**src/rtl/core/pvfd_pkg.sv**
```systemverilog
// ----------------------------------------------------------------------------
// pvfd_pkg
// Types, codes and narrowing helpers for the varint field decoder.
// ----------------------------------------------------------------------------
`default_nettype none

package pvfd_pkg;

    localparam int unsigned BYTE_W   = 8;
    localparam int unsigned VALUE_W  = 64;
    localparam int unsigned COUNT_W  = 4;
    localparam int unsigned SHIFT_W  = 6;
    localparam int unsigned GROUP_W  = 7;
    localparam int unsigned TAG_W    = 32;
    localparam int unsigned WKIND_W  = 3;

    localparam logic [COUNT_W-1:0] LIMIT_TAG    = 4'd5;
    localparam logic [COUNT_W-1:0] LIMIT_VARINT = 4'd10;

    typedef enum logic [1:0] {
        KIND_SIGNED   = 2'd0,
        KIND_UNSIGNED = 2'd1,
        KIND_ZIGZAG   = 2'd2,
        KIND_TAG      = 2'd3
    } kind_t;

    typedef enum logic [1:0] {
        SIZE_8  = 2'd0,
        SIZE_16 = 2'd1,
        SIZE_32 = 2'd2,
        SIZE_64 = 2'd3
    } size_t;

    typedef enum logic [1:0] {
        ST_OK        = 2'd0,
        ST_OVERFLOW  = 2'd1,
        ST_TOO_LARGE = 2'd2,
        ST_END       = 2'd3
    } status_t;

    typedef struct packed {
        logic [BYTE_W-1:0] byte_in;
        kind_t             func;
        size_t             size_code;
    } item_t;

    typedef struct packed {
        logic [VALUE_W-1:0] value_out;
        logic [WKIND_W-1:0] wire_kind;
        status_t            status;
    } result_t;

    function automatic logic [VALUE_W-1:0] sign_narrow(input logic [VALUE_W-1:0] x,
                                                       input size_t code);
        logic [VALUE_W-1:0] r;
        unique case (code)
            SIZE_8:  r = {{56{x[7]}}, x[7:0]};
            SIZE_16: r = {{48{x[15]}}, x[15:0]};
            SIZE_32: r = {{32{x[31]}}, x[31:0]};
            SIZE_64: r = x;
            default: r = x;
        endcase
        return r;
    endfunction

    function automatic logic [VALUE_W-1:0] zero_narrow(input logic [VALUE_W-1:0] x,
                                                       input size_t code);
        logic [VALUE_W-1:0] r;
        unique case (code)
            SIZE_8:  r = {56'd0, x[7:0]};
            SIZE_16: r = {48'd0, x[15:0]};
            SIZE_32: r = {32'd0, x[31:0]};
            SIZE_64: r = x;
            default: r = x;
        endcase
        return r;
    endfunction

endpackage

`default_nettype wire

```
**src/rtl/core/pvfd_in_stage.sv**
```systemverilog
// ----------------------------------------------------------------------------
// pvfd_in_stage
// Input register: holds one wire byte beat until the decoder consumes it.
// ----------------------------------------------------------------------------
`default_nettype none

module pvfd_in_stage (
    input  wire logic           clk,
    input  wire logic           rst_n,
    input  wire logic           in_valid,
    output logic                in_ready,
    input  wire pvfd_pkg::item_t in_item,
    input  wire logic           take,
    output logic                item_valid,
    output pvfd_pkg::item_t     item
);
    import pvfd_pkg::*;

    logic  valid_reg;
    logic  valid_next;
    item_t item_reg;

    assign in_ready   = !valid_reg || take;
    assign valid_next = (in_valid && in_ready) || (valid_reg && !take);

    always_ff @(posedge clk or negedge rst_n)
    begin
        if (!rst_n)
        begin
            valid_reg <= 1'b0;
        end
        else
        begin
            valid_reg <= valid_next;
        end
    end

    always_ff @(posedge clk)
    begin
        if (in_valid && in_ready)
        begin
            item_reg <= in_item;
        end
    end

    assign item_valid = valid_reg;
    assign item       = item_reg;

endmodule

`default_nettype wire

```
**src/rtl/core/pvfd_decode.sv**
```systemverilog
// ----------------------------------------------------------------------------
// pvfd_decode
// Varint accumulator and single-pass decode of the held byte.
// ----------------------------------------------------------------------------
`default_nettype none

module pvfd_decode (
    input  wire logic            clk,
    input  wire logic            rst_n,
    input  wire logic            item_valid,
    input  wire pvfd_pkg::item_t item,
    input  wire logic            out_space,
    output logic                 take,
    output logic                 res_valid,
    output pvfd_pkg::result_t    res
);
    import pvfd_pkg::*;

    logic [VALUE_W-1:0] acc_reg;
    logic [VALUE_W-1:0] acc_next;
    logic [COUNT_W-1:0] count_reg;
    logic [COUNT_W-1:0] count_next;
    kind_t              kind_reg;
    kind_t              kind_next;
    size_t              width_reg;
    size_t              width_next;

    logic               first;
    logic [VALUE_W-1:0] acc_base;
    logic [SHIFT_W-1:0] shamt;
    logic [VALUE_W-1:0] group;
    logic [COUNT_W-1:0] limit;
    logic [COUNT_W-1:0] count_inc;
    logic [TAG_W-1:0]   tag;
    logic [VALUE_W-1:0] full;
    logic [VALUE_W-1:0] narrow;
    logic               done;

    assign take = item_valid && out_space;

    always_comb
    begin
        first      = (count_reg == '0);
        kind_next  = first ? item.func : kind_reg;
        width_next = first ? item.size_code : width_reg;
        acc_base   = first ? '0 : acc_reg;
        limit      = (kind_next == KIND_TAG) ? LIMIT_TAG : LIMIT_VARINT;
        shamt      = SHIFT_W'({2'b00, count_reg} * 6'd7);
        group      = {{(VALUE_W-GROUP_W){1'b0}}, item.byte_in[GROUP_W-1:0]} << shamt;
        acc_next   = (count_reg < limit) ? (acc_base | group) : acc_base;
        count_inc  = count_reg + 4'd1;
        tag        = acc_next[TAG_W-1:0];
        done       = !item.byte_in[BYTE_W-1];

        unique case (kind_next)
            KIND_UNSIGNED: full = acc_next;
            KIND_ZIGZAG:   full = acc_next[0] ? ~(acc_next >> 1) : (acc_next >> 1);
            KIND_SIGNED:   full = (width_next == SIZE_64) ? acc_next
                                  : {{32{acc_next[31]}}, acc_next[31:0]};
            default:       full = acc_next;
        endcase
        narrow = (kind_next == KIND_UNSIGNED) ? zero_narrow(full, width_next)
                                              : sign_narrow(full, width_next);

        res_valid = 1'b0;
        res       = '{value_out: '0, wire_kind: '0, status: ST_OK};
        if (!done)
        begin
            if (count_inc >= limit)
            begin
                count_next = '0;
                res_valid  = 1'b1;
                res.status = ST_OVERFLOW;
            end
            else
            begin
                count_next = count_inc;
            end
        end
        else
        begin
            count_next = '0;
            res_valid  = 1'b1;
            if (kind_next == KIND_TAG)
            begin
                if (tag == '0)
                begin
                    res.status = ST_END;
                end
                else
                begin
                    res.value_out = {35'd0, tag[TAG_W-1:WKIND_W]};
                    res.wire_kind = tag[WKIND_W-1:0];
                end
            end
            else
            begin
                res.value_out = narrow;
                res.status    = (narrow != full) ? ST_TOO_LARGE : ST_OK;
            end
        end
    end

    always_ff @(posedge clk or negedge rst_n)
    begin
        if (!rst_n)
        begin
            acc_reg   <= '0;
            count_reg <= '0;
            kind_reg  <= KIND_SIGNED;
            width_reg <= SIZE_8;
        end
        else if (take)
        begin
            acc_reg   <= acc_next;
            count_reg <= count_next;
            kind_reg  <= kind_next;
            width_reg <= width_next;
        end
    end

endmodule

`default_nettype wire

```
**src/rtl/core/pvfd_out_stage.sv**
```systemverilog
// ----------------------------------------------------------------------------
// pvfd_out_stage
// Result register: holds a decoded field until the sink takes it.
// ----------------------------------------------------------------------------
`default_nettype none

module pvfd_out_stage (
    input  wire logic              clk,
    input  wire logic              rst_n,
    input  wire logic              load,
    input  wire pvfd_pkg::result_t res,
    output logic                   space,
    output logic                   out_valid,
    input  wire logic              out_ready,
    output pvfd_pkg::result_t      out_res
);
    import pvfd_pkg::*;

    logic    valid_reg;
    logic    valid_next;
    result_t res_reg;

    assign space      = !valid_reg || out_ready;
    assign valid_next = load || (valid_reg && !out_ready);

    always_ff @(posedge clk or negedge rst_n)
    begin
        if (!rst_n)
        begin
            valid_reg <= 1'b0;
        end
        else
        begin
            valid_reg <= valid_next;
        end
    end

    always_ff @(posedge clk)
    begin
        if (load)
        begin
            res_reg <= res;
        end
    end

    assign out_valid = valid_reg;
    assign out_res   = res_reg;

endmodule

`default_nettype wire

```
**src/rtl/core/protobuf_varint_field_decoder.sv**
```systemverilog
// ----------------------------------------------------------------------------
// protobuf_varint_field_decoder
// Streaming decoder of protobuf varints, tags and zigzag values.
// ----------------------------------------------------------------------------
// One wire byte is taken per cycle, with no gaps when the result side keeps
// up. The first byte of a varint fixes its kind and width from tuser; a byte
// with bit 7 clear completes it: the byte waits in the input register and is
// decoded into the result register once that has space, which then presents
// one result beat until the sink takes it. Bytes that continue a varint give
// no result. A varint too long for its kind gives an overflow status and the
// next byte starts afresh.
`default_nettype none

module protobuf_varint_field_decoder (
    input  wire logic        clk,
    input  wire logic        rst_n,
    input  wire logic        s_axis_tvalid,
    output logic             s_axis_tready,
    input  wire logic [7:0]  s_axis_tdata,   // byte_in[7:0]
    input  wire logic [3:0]  s_axis_tuser,   // func[1:0], size_code[3:2]
    output logic             m_axis_tvalid,
    input  wire logic        m_axis_tready,
    output logic [63:0]      m_axis_tdata,   // value_out[63:0]
    output logic [4:0]       m_axis_tuser    // wire_kind[2:0], status[4:3]
);
    import pvfd_pkg::*;

    item_t   in_item;
    item_t   item;
    logic    item_valid;
    logic    take;
    logic    space;
    logic    res_valid;
    result_t res;
    result_t out_res;

    assign in_item.byte_in   = s_axis_tdata;
    assign in_item.func      = kind_t'(s_axis_tuser[1:0]);
    assign in_item.size_code = size_t'(s_axis_tuser[3:2]);

    pvfd_in_stage u_in (
        .clk        (clk),
        .rst_n      (rst_n),
        .in_valid   (s_axis_tvalid),
        .in_ready   (s_axis_tready),
        .in_item    (in_item),
        .take       (take),
        .item_valid (item_valid),
        .item       (item)
    );

    pvfd_decode u_dec (
        .clk        (clk),
        .rst_n      (rst_n),
        .item_valid (item_valid),
        .item       (item),
        .out_space  (space),
        .take       (take),
        .res_valid  (res_valid),
        .res        (res)
    );

    pvfd_out_stage u_out (
        .clk       (clk),
        .rst_n     (rst_n),
        .load      (take && res_valid),
        .res       (res),
        .space     (space),
        .out_valid (m_axis_tvalid),
        .out_ready (m_axis_tready),
        .out_res   (out_res)
    );

    assign m_axis_tdata = out_res.value_out;
    assign m_axis_tuser = {out_res.status, out_res.wire_kind};

endmodule

`default_nettype wire

```
**config.mk**
```make
export PLATFORM = sky130hd
export DESIGN_NAME = protobuf_varint_field_decoder
export DESIGN_NICKNAME = d
export VERILOG_FILES = /design/src/rtl/core/pvfd_pkg.sv /design/src/rtl/core/pvfd_in_stage.sv /design/src/rtl/core/pvfd_decode.sv /design/src/rtl/core/pvfd_out_stage.sv /design/src/rtl/core/protobuf_varint_field_decoder.sv
export SDC_FILE = /design/constraint.sdc
export NUM_CORES = 1
export LEC_CHECK = 0
export BUFFER_PORTS_ARGS = -buffer_cell sky130_fd_sc_hd__buf_2
export CELL_PAD_IN_SITES_DETAIL_PLACEMENT = 0
export CELL_PAD_IN_SITES_GLOBAL_PLACEMENT = 2
export CORE_UTILIZATION = 39
export CTS_BUF_LIST = sky130_fd_sc_hd__clkbuf_2 sky130_fd_sc_hd__clkbuf_4 sky130_fd_sc_hd__clkbuf_8
export CTS_CLUSTER_SIZE = 14
export DETAILED_ROUTE_END_ITERATION = 16
export GPL_TIMING_DRIVEN = 0
export PLACE_DENSITY_LB_ADDON = 0.1
export SKIP_LAST_GASP = 1
export SYNTH_ARGS = -nofsm -noshare
export SYNTH_HDL_FRONTEND = slang
export SYNTH_SLANG_ARGS = --single-unit
```
**constraint.sdc**
```tcl
create_clock -name clk -period 6.1 [get_ports clk]
set_input_delay 0.61 -clock clk [delete_from_list [all_inputs] [get_ports clk]]
set_output_delay 0.61 -clock clk [all_outputs]
set_load 0.005 [all_outputs]
```
==> key figures <==
CTS
  • Clock-pin slew on the worst setup and hold paths: 0.10 ns
  • Clock buffer depth: 2
  • CTS buffer count: 17
  • Clk root buf: clkbuf_8
  • H-tree depth: 4
  • CTS tree: yes
  • Worst-skew pair later-pin latency: 0.48 ns
  • # clock sinks: 155

Setup path
  • CP Class: reg2reg
  • Crit-path max FO: 10
  • Worst setup startpoint: u_dec.count_reg[1]$_DFFE_PN0P_
  • Worst setup EP type: flop
  • Crit path DAT: 6.13 ns
  • Kind of start point of the critical path: flop
  • R2r startpoint: u_dec.count_reg[1]$_DFFE_PN0P_
  • Required @ worst endpoint: 6.29 ns

Synthesis
  • Sequential fraction of the synthesis area: 42.28%
  • Distinct cell type count after synthesis: 73
  • Number of flops mapped to enable cells by yosys: between 80 and 90
  • Synth Cell Area: 0.01013 mm^2
  • Synth top area cells: edfxtp_1, dfrtp_1, nand2_1, xnor2_1, o21ai_0
  • Top-area cell type share of the netlist area: 24.01%
  • Yosys reg bits: 155
  • Synth Area per Inst: between 9 and 10 um^2
  • Share of flip-flops with an asynchronous set or reset: a little under half
  • Synth area leader: edfxtp_1
  • Top FF cell, synth: edfxtp_1
  • Syn Inst Count: 1,114
  • Syn_nets: 1,145
  • Yosys synthesis warning count: 0

Placed design
  • Final GP Congestion: 0.9083
  • # port buffers: 86
  • Placed Cells: roughly 1,500
  • Placed Area: 0.01105 mm^2
  • Dpl hpwl: a little under 30,000 um

Routing
  • Final ANT Viol Nets: 0
  • Post-route DRC: 0
  • Initial drt markers: 936
  • Drt first pass iters: 6
  • Via count: 9,695
  • DRT Wirelength: a little under 40,000 um
  • Vias/cell: 6.187
  • Drt wl/cell: between 20 and 25 um

Cells and area
  • P&R area growth vs syn: 16.29%
  • FF/Latch Area: 0.004284 mm^2
  • # nets final: 1,255
  • Number of fill cells: 2,480
  • Layout cells sized above 1: about a fifth
  • Design area: 0.01178 mm^2
  • Max FFs per register: just under 70
  • Final Instance Count excl. Fillers: 1,567
  • Multi-input logic area: 0.005620 mm^2
  • Commonest non-fill, non-tap cell in the layout: nand2_1
  • Post-layout util: 46.52%
  • Most frequent cells in the layout: nand2_1, buf_2, o21ai_0
  • Diode count: 0

GRT
  • Gr usage total: ~30%
  • First-pass GRT wire length: a little under 60,000 um
  • Grt total ovfl: 0
  • Vias in the first global route: 9,303
  • Antenna violations before repair: 0
  • Largest net degree at the start of global routing: 64

Floorplanning
  • Die Area: 0.02663 mm^2
  • Core area: around 0.025 mm^2
  • Die Y: 163.2 um
  • Die W: 163.2 um
  • Cell Rows: 58
  • Initial Utilization: 40.01%
  • I/O pin cnt: 87

Power
  • Int Pwr: around 3300 uW
  • Sw Ratio: 52.05%
  • Power density over the cells: 579.0 mW/mm^2
  • Register share of total power: 21.5%
  • NetSw: 3551 uW
  • VDD IR max: 0.2048 mV
  • Logic gate share of total power: 65.3%
  • Clock share of power: 13.2%
  • Leakage: 0.004422 uW

STA
  • Ratio of final minimum period to clock period: 97.49%
  • Worst-margin pin slew: ~1.2 ns
  • Final setup skew: 0.02005 ns
  • Final setup violation count: 0
  • WHS: 0.2986 ns
  • Max Slew Vio Count: 0
  • Worst slew margin: 22.82%
  • Max Clock Freq: 0.1681 GHz
  • Fin. Hold Viols: 0
  • RSZ-0062 raised after global routing: no
  • Tmin final: 5.947 ns

Min path
  • Hold WC Path Type: in2reg
  • Hold Crit Start: s_axis_tdata[7]

Outcome
  • Status: finished clean

Flow run
  • Max-Cap Viols: 0
## area by class of cell
cell class | count | share of cell area, %
well taps | 330 | 3.504
clock buffers | 20 | 2.230
multi-input cells | 857 | 47.70
flip-flops and latches | 155 | 36.36
plain buffers | 84 | 3.844
repair buffers | 92 | 4.460
clock inverters | 12 | 1.359
inverters | 17 | 0.5416
## metal layers
layer  vias to the layer above  wire (um)  global-route usage (%)
li1                       4400          -                       -
met5                         -          0                       0
met1                      4787      17770                   42.49
met2                       427      17470                   45.97
met4                         0       1237                   11.81
met3                        81       2684                   4.165
## what timing repair did
action | in CTS | in global routing
endpoints found under the setup margin | 63 | 65
hold buffers | 1 | 0
resized for setup | 9 | 51
buffers inserted | 0 | 2
hold endpoints to repair | 11 | 0
pin swaps | 0 | 3
## path summary, 6_finish.rpt
kind | endpoint | slack (ns) | cells past startpoint
max in group asynchronous | u_dec.acc_reg[25]$_DFFE_PN0P_ | 5.01 | 3
worst min register to register | u_dec.acc_reg[32]$_DFFE_PN0P_ | 0.48 | 2
worst max register to register | u_out.out_res[1]$_SDFFCE_PP0P_ | 0.15 | 18
worst min-delay path | u_in.item[11]$_DFFE_PP_ | 0.30 | 1
worst max-delay path | u_out.out_res[1]$_SDFFCE_PP0P_ | 0.15 | 18
min in group asynchronous | u_in.item_valid$_DFF_PN0_ | 0.51 | 2
## Yosys cell counts, drive strengths merged (13+ instances only)
master and number:
o22ai 35, o21ai 103, dfrtp 74, edfxtp 81, mux2 13, inv 17
buf 42, a21oi 91, nor2 68, nor4 14, nand3 21, clkbuf 43
mux2i 21, nand4 14, nor3 16, xnor2 58, a32oi 31, nand2 171
a22oi 22
## cell families (layout without fill, tap and decap cells)
group | Yosys count | after routing | share of synthesized area (%)
AOI/OAI and AO/OA | 385 | 385 | 24.91
and+or+nand+nor | 361 | 361 | 16.41
muxes | 37 | 37 | 4.186
DFF | 155 | 155 | 42.28
xor gates and xnor gates | 59 | 59 | 5.100
buffers and inverters | 102 | 225 | 4.964
adders and majority gates | 15 | 15 | 2.149
## power groups by stage
stage / Combinational, uW / Sequential (uW) / Clock [uW]
4_1_cts: 4180 / 1460 / 907
6_report: 4450 / 1470 / 900
3_3_place_gp: 4130 / 1490 / 0
2_1_floorplan: 2780 / 1470 / 0
5_1_grt: 4770 / 1490 / 932
3_5_place_dp: 4130 / 1480 / 0
## through the flow
step | total power, uW | setup slack, ns | TNS, ns
3_3_place_gp | 5615 | -0.9153 | -70.49
3_5_place_dp | 5613 | -0.3679 | -9.919
5_1_grt | 7190 | 0.002232 | 0
2_1_floorplan | 4246 | 0.8524 | 0
4_1_cts | 6546 | -0.007569 | -0.007569
6_report | 6823 | 0.1528 | 0
## critical path, cell delays in order, from the launching register on
cell	delay (ns)
dfrtp_1	0.53
inv_1	0.16
fa_1	0.48
inv_1	0.07
ha_1	0.16
inv_1	0.07
fa_1	0.47
xnor2_1	0.18
buf_2	0.22
a21oi_1	0.30
clkbuf_1	0.52
a32oi_2	0.46
a21oi_1	0.45
o21ai_0	0.16
o21ai_1	0.27
nand4_1	0.12
or4_1	0.47
o31ai_1	0.40
a311oi_1	0.15
No activity file was read; power rests on OpenSTA's default activity.
